[src/hdl/putp_pkg.sv]
// shared types and constants for the pool usage trend predictor
package putp_pkg;

   localparam int HISTORY_DEPTH = 24;
   localparam int COUNT_WIDTH   = 8;

   localparam int PTR_W   = $clog2(HISTORY_DEPTH);
   localparam int STEP_W  = $clog2(HISTORY_DEPTH);
   localparam int PRED_W  = COUNT_WIDTH + 1;
   localparam int SUM_W   = 13;
   localparam int NZCNT_W = 5;
   localparam int PCT_W   = 7;
   localparam int PROD_W  = COUNT_WIDTH + PCT_W;
   localparam int TREND_W = COUNT_WIDTH + 2;

   localparam logic [PCT_W-1:0] HIGH_USE_RESET = PCT_W'(70);
   localparam logic [PCT_W-1:0] PERCENT_SCALE  = PCT_W'(100);

   typedef struct packed {
      logic [COUNT_WIDTH-1:0] used_count;
      logic [COUNT_WIDTH-1:0] total_count;
   } req_data_type;

   typedef struct packed {
      logic [PRED_W-1:0]  predicted_usage;
      logic               high_use;
      logic               grow_request;
      logic [SUM_W-1:0]   nonzero_sum;
      logic [NZCNT_W-1:0] nonzero_count;
   } rsp_data_type;

   typedef struct packed {
      logic accept;
      logic step;
      logic load;
   } ctrl_cmd_type;

   typedef enum logic [1:0] {
      ST_IDLE,
      ST_WALK,
      ST_DONE
   } state_type;

endpackage

[src/hdl/putp_ctrl.sv]
// sequencer for the history walk and result handoff
module putp_ctrl
   import putp_pkg::*;
(
   input  logic         clock,
   input  logic         reset,
   input  logic         req_valid,
   output logic         req_stall,
   output logic         rsp_valid,
   input  logic         rsp_stall,
   output ctrl_cmd_type cmd
);

   state_type         state_ff, state_in;
   logic [STEP_W-1:0] step_ff, step_in;
   logic              rsp_valid_ff, rsp_valid_in;

   always_ff @(posedge clock) begin
      if (reset) begin
         state_ff     <= ST_IDLE;
         step_ff      <= '0;
         rsp_valid_ff <= 1'b0;
      end else begin
         state_ff     <= state_in;
         step_ff      <= step_in;
         rsp_valid_ff <= rsp_valid_in;
      end
   end

   always_comb begin
      state_in  = state_ff;
      step_in   = step_ff;
      cmd       = '0;
      req_stall = 1'b1;
      unique case (state_ff)
         ST_IDLE: begin
            req_stall = 1'b0;
            if (req_valid) begin
               cmd.accept = 1'b1;
               step_in    = '0;
               state_in   = ST_WALK;
            end
         end
         ST_WALK: begin
            cmd.step = 1'b1;
            step_in  = step_ff + 1'b1;
            if (step_ff == STEP_W'(HISTORY_DEPTH - 1)) begin
               state_in = ST_DONE;
            end
         end
         ST_DONE: begin
            // output register free, or emptied in this cycle
            if (!rsp_valid_ff || !rsp_stall) begin
               cmd.load = 1'b1;
               state_in = ST_IDLE;
            end
         end
         default: begin
            state_in = ST_IDLE;
         end
      endcase
      rsp_valid_in = cmd.load || (rsp_valid_ff && rsp_stall);
   end

   assign rsp_valid = rsp_valid_ff;

endmodule

[src/hdl/putp_datapath.sv]
// history store, backward walk accumulators and prediction arithmetic
module putp_datapath
   import putp_pkg::*;
(
   input  logic              clock,
   input  logic              reset,
   input  ctrl_cmd_type      cmd,
   input  req_data_type      req_data,
   input  logic              csr_write_enable,
   input  logic [PCT_W-1:0]  csr_write_data,
   output rsp_data_type      rsp_data
);

   logic [COUNT_WIDTH-1:0] hist_ff [HISTORY_DEPTH];
   logic [PTR_W-1:0]       wp_ff, wp_in;
   logic [PTR_W-1:0]       pos_ff, pos_in;
   logic [PCT_W-1:0]       pct_ff;
   logic [COUNT_WIDTH-1:0] used_ff, used_in;
   logic [COUNT_WIDTH-1:0] total_ff, total_in;
   logic                   high_ff, high_in;
   logic [1:0]             found_ff, found_in;
   logic [COUNT_WIDTH-1:0] recent0_ff, recent0_in;
   logic [COUNT_WIDTH-1:0] recent2_ff, recent2_in;
   logic [SUM_W-1:0]       sum_ff, sum_in;
   logic [NZCNT_W-1:0]     cnt_ff, cnt_in;
   rsp_data_type           rsp_ff, rsp_in;

   logic [COUNT_WIDTH-1:0]    entry;
   logic [PROD_W-1:0]         used_scaled;
   logic [PROD_W-1:0]         total_scaled;
   logic signed [TREND_W-1:0] r0_s, r2_s, diff_s, half_s, trend_s, cap_s, clamp_s;
   logic [PRED_W-1:0]         pred;

   // history store and configuration register
   always_ff @(posedge clock) begin
      if (reset) begin
         for (int i = 0; i < HISTORY_DEPTH; i++) begin
            hist_ff[i] <= '0;
         end
         wp_ff  <= '0;
         pct_ff <= HIGH_USE_RESET;
      end else begin
         if (cmd.accept) begin
            hist_ff[wp_ff] <= req_data.used_count;
         end
         wp_ff <= wp_in;
         if (csr_write_enable) begin
            pct_ff <= csr_write_data;
         end
      end
   end

   always_ff @(posedge clock) begin
      pos_ff     <= pos_in;
      used_ff    <= used_in;
      total_ff   <= total_in;
      high_ff    <= high_in;
      found_ff   <= found_in;
      recent0_ff <= recent0_in;
      recent2_ff <= recent2_in;
      sum_ff     <= sum_in;
      cnt_ff     <= cnt_in;
      rsp_ff     <= rsp_in;
   end

   assign entry        = hist_ff[pos_ff];
   assign used_scaled  = PROD_W'(req_data.used_count) * PROD_W'(PERCENT_SCALE);
   assign total_scaled = PROD_W'(req_data.total_count) * PROD_W'(pct_ff);

   always_comb begin
      wp_in      = wp_ff;
      pos_in     = pos_ff;
      used_in    = used_ff;
      total_in   = total_ff;
      high_in    = high_ff;
      found_in   = found_ff;
      recent0_in = recent0_ff;
      recent2_in = recent2_ff;
      sum_in     = sum_ff;
      cnt_in     = cnt_ff;
      if (cmd.accept) begin
         wp_in      = (wp_ff == PTR_W'(HISTORY_DEPTH - 1)) ? '0 : wp_ff + 1'b1;
         pos_in     = wp_ff;
         used_in    = req_data.used_count;
         total_in   = req_data.total_count;
         high_in    = (req_data.total_count != '0) && (used_scaled > total_scaled);
         found_in   = 2'd0;
         sum_in     = '0;
         cnt_in     = '0;
      end else if (cmd.step) begin
         pos_in = (pos_ff == '0) ? PTR_W'(HISTORY_DEPTH - 1) : pos_ff - 1'b1;
         if (entry != '0) begin
            sum_in = sum_ff + SUM_W'(entry);
            cnt_in = cnt_ff + 1'b1;
            if (found_ff == 2'd0) begin
               recent0_in = entry;
            end
            if (found_ff == 2'd2) begin
               recent2_in = entry;
            end
            if (found_ff != 2'd3) begin
               found_in = found_ff + 1'b1;
            end
         end
      end
   end

   // trend: newest plus half the rise of three nonzero samples, clamped to [1, 2*total]; used count if fewer
   always_comb begin
      r0_s    = signed'({2'b00, recent0_ff});
      r2_s    = signed'({2'b00, recent2_ff});
      diff_s  = r0_s - r2_s;
      half_s  = (diff_s + signed'(TREND_W'(diff_s[TREND_W-1]))) >>> 1;
      trend_s = r0_s + half_s;
      cap_s   = signed'({1'b0, total_ff, 1'b0});
      clamp_s = trend_s;
      if (clamp_s > cap_s) begin
         clamp_s = cap_s;
      end
      if (clamp_s < signed'(TREND_W'(1))) begin
         clamp_s = signed'(TREND_W'(1));
      end
      if (found_ff == 2'd3) begin
         pred = clamp_s[PRED_W-1:0];
      end else begin
         pred = PRED_W'(used_ff);
      end
   end

   always_comb begin
      rsp_in = rsp_ff;
      if (cmd.load) begin
         rsp_in.predicted_usage = pred;
         rsp_in.high_use        = high_ff;
         rsp_in.grow_request    = high_ff && (pred > PRED_W'(total_ff));
         rsp_in.nonzero_sum     = sum_ff;
         rsp_in.nonzero_count   = cnt_ff;
      end
   end

   assign rsp_data = rsp_ff;

endmodule

[src/hdl/pool_usage_trend_predictor.sv]
// top level: usage sample in, trend prediction and history statistics out
// an item is walked through the history, one entry per cycle over all 24 entries, then
// loaded into the output register, and rsp_valid rises; req_stall holds off the next item
// until the result is loaded and the sequencer is idle again, longer while a result waits on rsp_stall
// reset clears the history to zero, the write pointer, the threshold to 70 and the result
// valid flag; the block is ready for an item in the first cycle after reset
module pool_usage_trend_predictor
   import putp_pkg::*;
(
   input  logic             clock,
   input  logic             reset,
   // sample channel
   input  logic             req_valid,
   output logic             req_stall,
   input  req_data_type     req_data,
   // result channel
   output logic             rsp_valid,
   input  logic             rsp_stall,
   output rsp_data_type     rsp_data,
   // threshold register
   input  logic             csr_write_enable,
   input  logic [PCT_W-1:0] csr_write_data
);

   // commands from the sequencer to the datapath
   ctrl_cmd_type cmd;

   // sequencer: idle, walk of the history, handoff to the output register
   putp_ctrl u_ctrl (
      .clock     (clock),
      .reset     (reset),
      .req_valid (req_valid),
      .req_stall (req_stall),
      .rsp_valid (rsp_valid),
      .rsp_stall (rsp_stall),
      .cmd       (cmd)
   );

   // datapath: history ring, accumulators, prediction and output register
   putp_datapath u_datapath (
      .clock            (clock),
      .reset            (reset),
      .cmd              (cmd),
      .req_data         (req_data),
      .csr_write_enable (csr_write_enable),
      .csr_write_data   (csr_write_data),
      .rsp_data         (rsp_data)
   );

endmodule

[config.mk]
export PLATFORM = sky130hd
export DESIGN_NAME = pool_usage_trend_predictor
export DESIGN_NICKNAME = d
export VERILOG_FILES = /design/src/hdl/putp_pkg.sv /design/src/hdl/putp_ctrl.sv /design/src/hdl/putp_datapath.sv /design/src/hdl/pool_usage_trend_predictor.sv
export SDC_FILE = /design/constraint.sdc
export NUM_CORES = 1
export LEC_CHECK = 0
export BUFFER_PORTS_ARGS = -buffer_cell sky130_fd_sc_hd__buf_2
export CAP_MARGIN = 20
export CORE_ASPECT_RATIO = 1.1
export CORE_MARGIN = 4
export CORE_UTILIZATION = 30
export CTS_CLUSTER_SIZE = 40
export DETAILED_ROUTE_END_ITERATION = 10
export GPL_TIMING_DRIVEN = 0
export PLACE_DENSITY = 0.54
export SETUP_SLACK_MARGIN = 0.02
export SYNTH_ARGS = -nofsm -noshare
export SYNTH_HDL_FRONTEND = slang
export SYNTH_HIERARCHICAL = 1
export SYNTH_SLANG_ARGS = --single-unit
[constraint.sdc]
create_clock -name clock -period 15.35 [get_ports clock]
set_input_delay 2.3025 -clock clock [delete_from_list [all_inputs] [get_ports clock]]
set_output_delay 2.3025 -clock clock [all_outputs]
set_load 0.01 [all_outputs]
==> results of run 1 <==
-- Yosys cell counts (all sizes together), types with 20 or more instances --
| master | number | area, um2 |
|---|---|---|
| a21oi | 58 | 339 |
| and2 | 166 | 1040 |
| buf | 29 | 253 |
| clkbuf | 52 | 195 |
| dfxtp | 45 | 901 |
| edfxtp | 323 | 9700 |
| fa | 35 | 701 |
| ha | 126 | 1580 |
| inv | 103 | 387 |
| mux4 | 71 | 1670 |
| nand2 | 82 | 308 |
| nand3 | 29 | 155 |
| nor2 | 93 | 349 |
| nor3 | 68 | 355 |
| o21ai | 40 | 238 |
| or2 | 28 | 175 |
| xnor2 | 22 | 193 |
| xor2 | 20 | 175 |
-- placed cells by master (no fill, tap or decap), types with 13 or more instances in the layout --
cell type / instances
fa_1: 35
a22oi_1: 17
dfxtp_1: 45
nand2_1: 82
mux4_2: 52
xor2_1: 20
nor3_1: 65
inv_1: 103
buf_2: 62
nor2_1: 92
edfxtp_1: 323
mux4_1: 19
clkbuf_1: 61
nor2b_1: 19
nand3_1: 27
and2_1: 166
o21ai_0: 28
mux2_2: 13
xnor2_1: 22
or2_2: 28
o21a_1: 13
a21oi_1: 46
ha_1: 126
mux2i_1: 19
clkbuf_16: 41
-- power groups by stage --
stage	logic [uW]	registers (uW)	clock network, uW
floorplan	797	1190	0
global placement	1060	1200	0
detailed placement	1080	1210	0
CTS	1080	1190	1040
global route	1200	1190	1090
finish	1080	1180	1020
-- through the flow --
| stage | worst slack, ps | util, % |
|---|---|---|
| after global placement | 7540 | 32.6 |
| after CTS | 7410 | 34.7 |
| after detailed placement | 7450 | 32.6 |
| after floorplan | 8390 | - |
| after global routing | 6740 | 34.7 |
| final | 7470 | 34.7 |
-- registers in the layout, summed over array words and instances (netlist names), named ones only --
signal	cells
u_ctrl/rsp_valid	1
u_ctrl/step_ff	5
u_datapath/pct_ff	7
u_datapath/recent2_ff	8
u_datapath/hist_ff	256
u_datapath/recent0_ff	8
u_datapath/high_ff	1
u_datapath/found_ff	2
u_datapath/wp_ff	5
u_datapath/pos_ff	5
u_datapath/rsp_data	29
u_datapath/used_ff	8
u_datapath/cnt_ff	5
u_datapath/sum_ff	13
u_ctrl/state_ff	2
u_datapath/total_ff	8
-- worst paths after layout --
check	startpoint	end	slack [ps]	cells after the start
min	u_datapath/sum_ff[12]	u_datapath/rsp_data[17]	460	0
max	u_datapath/recent0_ff[0]	u_datapath/rsp_data[18]	7470	37
max reg2reg	u_datapath/recent0_ff[0]	u_datapath/rsp_data[18]	7470	37
min reg2reg	u_datapath/sum_ff[12]	u_datapath/rsp_data[17]	460	0
-- routing by layer --
metal	up-vias	GRT usage [%]	share of wire, %
met5	-	0	0.073
met4	6	4.63	2.8
met3	81	2.81	5.9
met2	354	26.9	50
met1	6589	18.9	41
li1	6085	-	-
-- cell type report --
cell class	count	area [um2]	share of cell area (%)
diodes	1	2.50	0.0108
plain buffers	81	448	1.93
clock buffers	52	1090	4.69
clock inverters	21	304	1.31
inverters	107	402	1.73
multi-input cells	1049	8950	38.6
flip-flops and latches	368	10600	45.7
well taps	858	1070	4.63
repair buffers	58	315	1.36
-- kinds of logic after synthesis --
logic type,Yosys count
xor+xnor,42
fa+ha+maj,161
mux,103
compound gates,205
buf+inv,188
flops,368
simple gates,538
==> results.py, run 1 <==
metrics = {
    "pwr": {
        "design_power_total_uw": 3280,
        "netSwitchingPower_uw": 1070,
        "power.density_mw_per_mm2": 142,
        "max-vdd-ir-drop_mv": 0.0690,
        "p_clk_share_pct": 31.1,
        "pwr-share-comb_pct": 32.8,
        "seqPwrFrac_pct": 36.1,
        "p_leak_uw": 0.00880,
        "p_sw_share_pct": 32.6,
        "p_int_uw": 2210,
    },
    "worst_hold_path": {
        "min_path_type": "reg -> reg",
    },
    "critical_path": {
        "crit_top_cell": "ha_1",
        "path_class": "reg -> reg",
        "startpoint_type": "register",
        "critPathTopFamily": "compound AO/OA/AOI/OAI gates",
        "slowest_stage": "clkbuf_1",
        "path_buf_inv": 3,
        "end_kind": "register",
        "worstPathRequired_ps": 15630,
        "slowest_delay_ps": 450,
        "cp.arrival_ps": 8160,
        "critPathMaxFanout": 10,
    },
    "synthesis": {
        "netlist_instances": 1605,
        "netlist_area_mm2": 0.0204,
        "synth_xor_area_share_pct": 1.80,
        "synthMuxAreaShare_pct": 9.85,
        "synthAdderAreaFrac_pct": 11.2,
        "ys_ff_latch": 368,
        "synth_top_family_by_area": "simple AND/OR/NAND/NOR gates",
        "ys_warn_count": 6,
        "avgSynthCellArea_um2": 12.7,
        "async_flop_share_pct": 0,
        "synth_compound_area_share_pct": 6.89,
        "synth-edff-count": 323,
        "synth_ff_type": "edfxtp_1",
        "synth_cell_type_count": 70,
        "synth_nets": 1794,
        "synthSimpleGateAreaFrac_pct": 14.1,
        "ys_seq_area_share_pct": 52.0,
    },
    "placed_design": {
        "dpl_cell_area_mm2": 0.0218,
        "dp_cells": 2521,
        "hpwl_um": 39700,
        "place.gp.congestion": 0.869,
        "portBuffers": 56,
    },
    "cells_and_area": {
        "final_cells": 2595,
        "final_nets": 1894,
        "drive_gt1_share_pct": 15.4,
        "n_fill_cell": 6438,
        "area_delta_synth_final_pct": 13.7,
        "final_cell_area_mm2": 0.0232,
    },
    "route": {
        "drc": 0,
        "routed_wl_um": 54900,
        "drt_iter0_drc": 960,
        "ant_nets": 0,
        "vias_per_cell": 5.05,
        "dr.pass1.iters": 5,
        "wire_per_inst_um": 21.2,
        "route.vias.total": 13115,
    },
    "sta": {
        "rsz0062_at_grt": "no",
        "hold_slack_ps": 461,
        "hold_viol_final": 0,
        "finalClockSkew_ps": 31.1,
        "fin_tns_setup_ps": 0,
        "period_minus_slack_ps": 7880,
        "setup_viol": 0,
        "worst_slew_pin_slew_ps": 1100,
        "fmax_mhz": 127,
        "period_share_pct": 51.4,
        "drv_slew": 0,
        "slew-limit-headroom_pct": 26.4,
    },
    "clocking": {
        "clk_latency_ps": 580,
        "clock-root-buffer": "clkbuf_16",
        "htreeDepth": 2,
        "cts.repair.resized": 0,
        "clock-sinks": 368,
        "cts_max_path_buffers": 3,
        "cts_tree": "done",
        "ctsHoldBuffers": 0,
        "path_clk_slew_ps": 60,
        "cts_setup_buffers": 0,
        "numCtsBuffers": 40,
    },
    "global_route": {
        "grt_pass1_wl_um": 84100,
        "overflow": 0,
        "grt_pass1_vias": 13666,
        "track_usage_pct": 15.2,
        "grt_max_degree": 26,
        "antenna_found_initial": 4,
    },
    "floorplan": {
        "initial_core_util_pct": 30.5,
        "io_pins": 59,
        "rows": 99,
        "die_w_um": 257,
        "dieHeight_um": 281,
        "dieArea_mm2": 0.0722,
        "core-area_mm2": 0.0668,
    },
    "run": {
        "drv_cap": 0,
    },
    "run_status": {
        "status": "finished, final reports clean",
    },
}
(Power assumes the default switching activity.)
==> run 2, diff against run 1 <==
==> constraint.sdc (replaced) <==
create_clock -name clock -period 7.9 [get_ports clock]
set_input_delay 1.185 -clock clock [delete_from_list [all_inputs] [get_ports clock]]
set_output_delay 1.185 -clock clock [all_outputs]
set_load 0.01 [all_outputs]
==> run 2 against run 1 <==
Highest routed layer unchanged. Utilization increased by 0.051 points. Largest power group unchanged. Sequential cell count unchanged. Clock power up 94%. Die area did not move. Sequential power is 95% higher. Largest cell class unchanged. Critical path depth unchanged.
==> results.py, run 2 (synthesis results as in run 1) <==
metrics = {
    "critical_path": {
        "slowest_delay_ps": 420,
        "r2r-start": "u_datapath/recent0_ff[0]",
        "startpoint_type": "register",
        "path_buf_inv": 3,
        "critPathTopFamily": "compound AO/OA/AOI/OAI gates",
        "worstPathRequired_ps": 8180,
        "cp.arrival_ps": 7550,
        "reg2reg_depth": 37,
        "startpoint": "u_datapath/recent0_ff[0]",
        "worstReg2RegEnd": "u_datapath/rsp_data[18]",
        "slowest_stage": "edfxtp_1",
        "critPathMaxFanout": 10,
        "ff2ff_setup_slack_ps": 630,
        "end_kind": "register",
        "crit_top_cell": "ha_1",
        "path_class": "reg -> reg",
    },
    "cells_and_area": {
        "layout_common_cells": "323 x edfxtp_1, 166 x and2_1, 126 x ha_1",
        "n_fill_cell": 6430,
        "finish.utilization_pct": 34.8,
        "insertedDiodeCount": 0,
        "max_flop_register": "u_datapath/hist_ff",
        "final_cells": 2596,
        "drive_gt1_share_pct": 15.8,
        "largest_register_ffs": 256,
        "layout_commonest_cell": "edfxtp_1",
        "final_nets": 1896,
        "area_delta_synth_final_pct": 13.9,
        "final_cell_area_mm2": 0.0232,
    },
    "sta": {
        "finalWorstSetupSlack_ps": 634,
        "hold_viol_final": 0,
        "setup_viol": 0,
        "period_share_pct": 92.0,
        "drv_slew": 0,
        "period_minus_slack_ps": 7270,
        "fmax_mhz": 138,
        "worst_slew_pin_slew_ps": 1080,
        "slew-limit-headroom_pct": 28.1,
        "rsz0062_at_grt": "no",
        "finalClockSkew_ps": 30.5,
    },
    "clocking": {
        "path_clk_slew_ps": 60,
        "cts_max_path_buffers": 3,
        "clk_latency_ps": 580,
        "cts_tree": "done",
        "numCtsBuffers": 40,
        "htreeDepth": 2,
        "clock-root-buffer": "clkbuf_16",
        "clock-sinks": 368,
        "ctsHoldBuffers": 0,
    },
    "route": {
        "dr.pass1.iters": 5,
        "wire_per_inst_um": 21.2,
        "vias_per_cell": 5.06,
        "wl_met2_um": 27500,
        "met1Wirelength_um": 22800,
        "route.vias.total": 13135,
        "drc": 0,
        "ant_nets": 0,
        "top_layer": "met5",
        "routed_wl_um": 55000,
        "drt_iter0_drc": 893,
        "dr_wl_met3_um": 3190,
    },
    "placed_design": {
        "dpl_cell_area_mm2": 0.0218,
        "portBuffers": 56,
        "dp_cells": 2521,
        "place.gp.congestion": 0.869,
        "dp_slack_ps": -3.53,
        "hpwl_um": 39700,
    },
    "pwr": {
        "power.density_mw_per_mm2": 276,
        "p_leak_uw": 0.00883,
        "design_power_total_uw": 6410,
        "max-vdd-ir-drop_mv": 0.134,
    },
    "global_route": {
        "grt_pass1_vias": 13666,
        "grt_pass1_wl_um": 84100,
        "overflow": 0,
        "track_usage_pct": 15.2,
        "antenna_found_initial": 4,
        "grt_max_degree": 26,
    },
    "run": {
        "drv_cap": 0,
    },
    "floorplan": {
        "dieArea_mm2": 0.0722,
        "io_pins": 59,
        "die_w_um": 257,
        "rows": 99,
        "core-area_mm2": 0.0668,
        "dieHeight_um": 281,
        "initial_core_util_pct": 30.5,
    },
    "worst_hold_path": {
        "worstHoldStart": "u_datapath/sum_ff[12]",
        "hold_path_depth": 0,
        "min_path_type": "reg -> reg",
        "hold_end": "u_datapath/rsp_data[17]",
    },
    "run_status": {
        "status": "finished, final reports clean",
    },
}
==> run 2: cell count changes in the layout (fill, tap and decap cells not counted), sizes merged <==
cell    change
clkbuf      -1
buf         +3
diode       -1
==> run 2: worst max-delay path by stage <==
stage,end,slack (ps),depth (start not counted)
after floorplan,u_datapath/rsp_data[18],1060,36
after global placement,u_datapath/rsp_data[18],90,35
after detailed placement,u_datapath/rsp_data[18],-4,35
after CTS,u_datapath/rsp_data[18],140,35
after global routing,u_datapath/rsp_data[18],20,38
final,u_datapath/rsp_data[18],630,37
==> run 2: what timing repair did <==
action / 4_1_cts / 5_1_grt
buffers inserted: 0 / 2
pin swaps: 0 / 0
endpoints found under the setup margin: 1 / 1
gates resized for setup: 1 / 10
hold endpoints to repair: 0 / 0
==> run 2: per-stage QoR <==
step           hold slack, ps  setup TNS, ps
2_1_floorplan             423              0
5_1_grt                   485              0
3_5_place_dp              455          -3.53
6_report                  462              0
4_1_cts                   466              0
3_3_place_gp              444              0
==> run 2: power breakdown <==
group,total (uW),switching [uW],internal (uW)
Combinational,2120,1220,903
Clock,1980,798,1180
Sequential,2300,67.1,2240
Total,6410,2090,4320
==> run 2: routing by layer <==
layer	vias to the layer above	track usage (%)
met5	-	0
met4	6	4.63
met3	80	2.81
met2	369	26.9
met1	6592	18.9
li1	6088	-
==> run 2: layout make-up <==
| class | count | area, um2 | share of cell area (%) |
|---|---|---|---|
| repair buffers | 60 | 330 | 1.42 |
| inverters | 107 | 402 | 1.73 |
| well taps | 858 | 1070 | 4.62 |
| multi-input cells | 1049 | 8960 | 38.6 |
| flip-flops and latches | 368 | 10600 | 45.7 |
| clock inverters | 21 | 304 | 1.31 |
| clock buffers | 52 | 1090 | 4.68 |
| plain buffers | 81 | 452 | 1.95 |
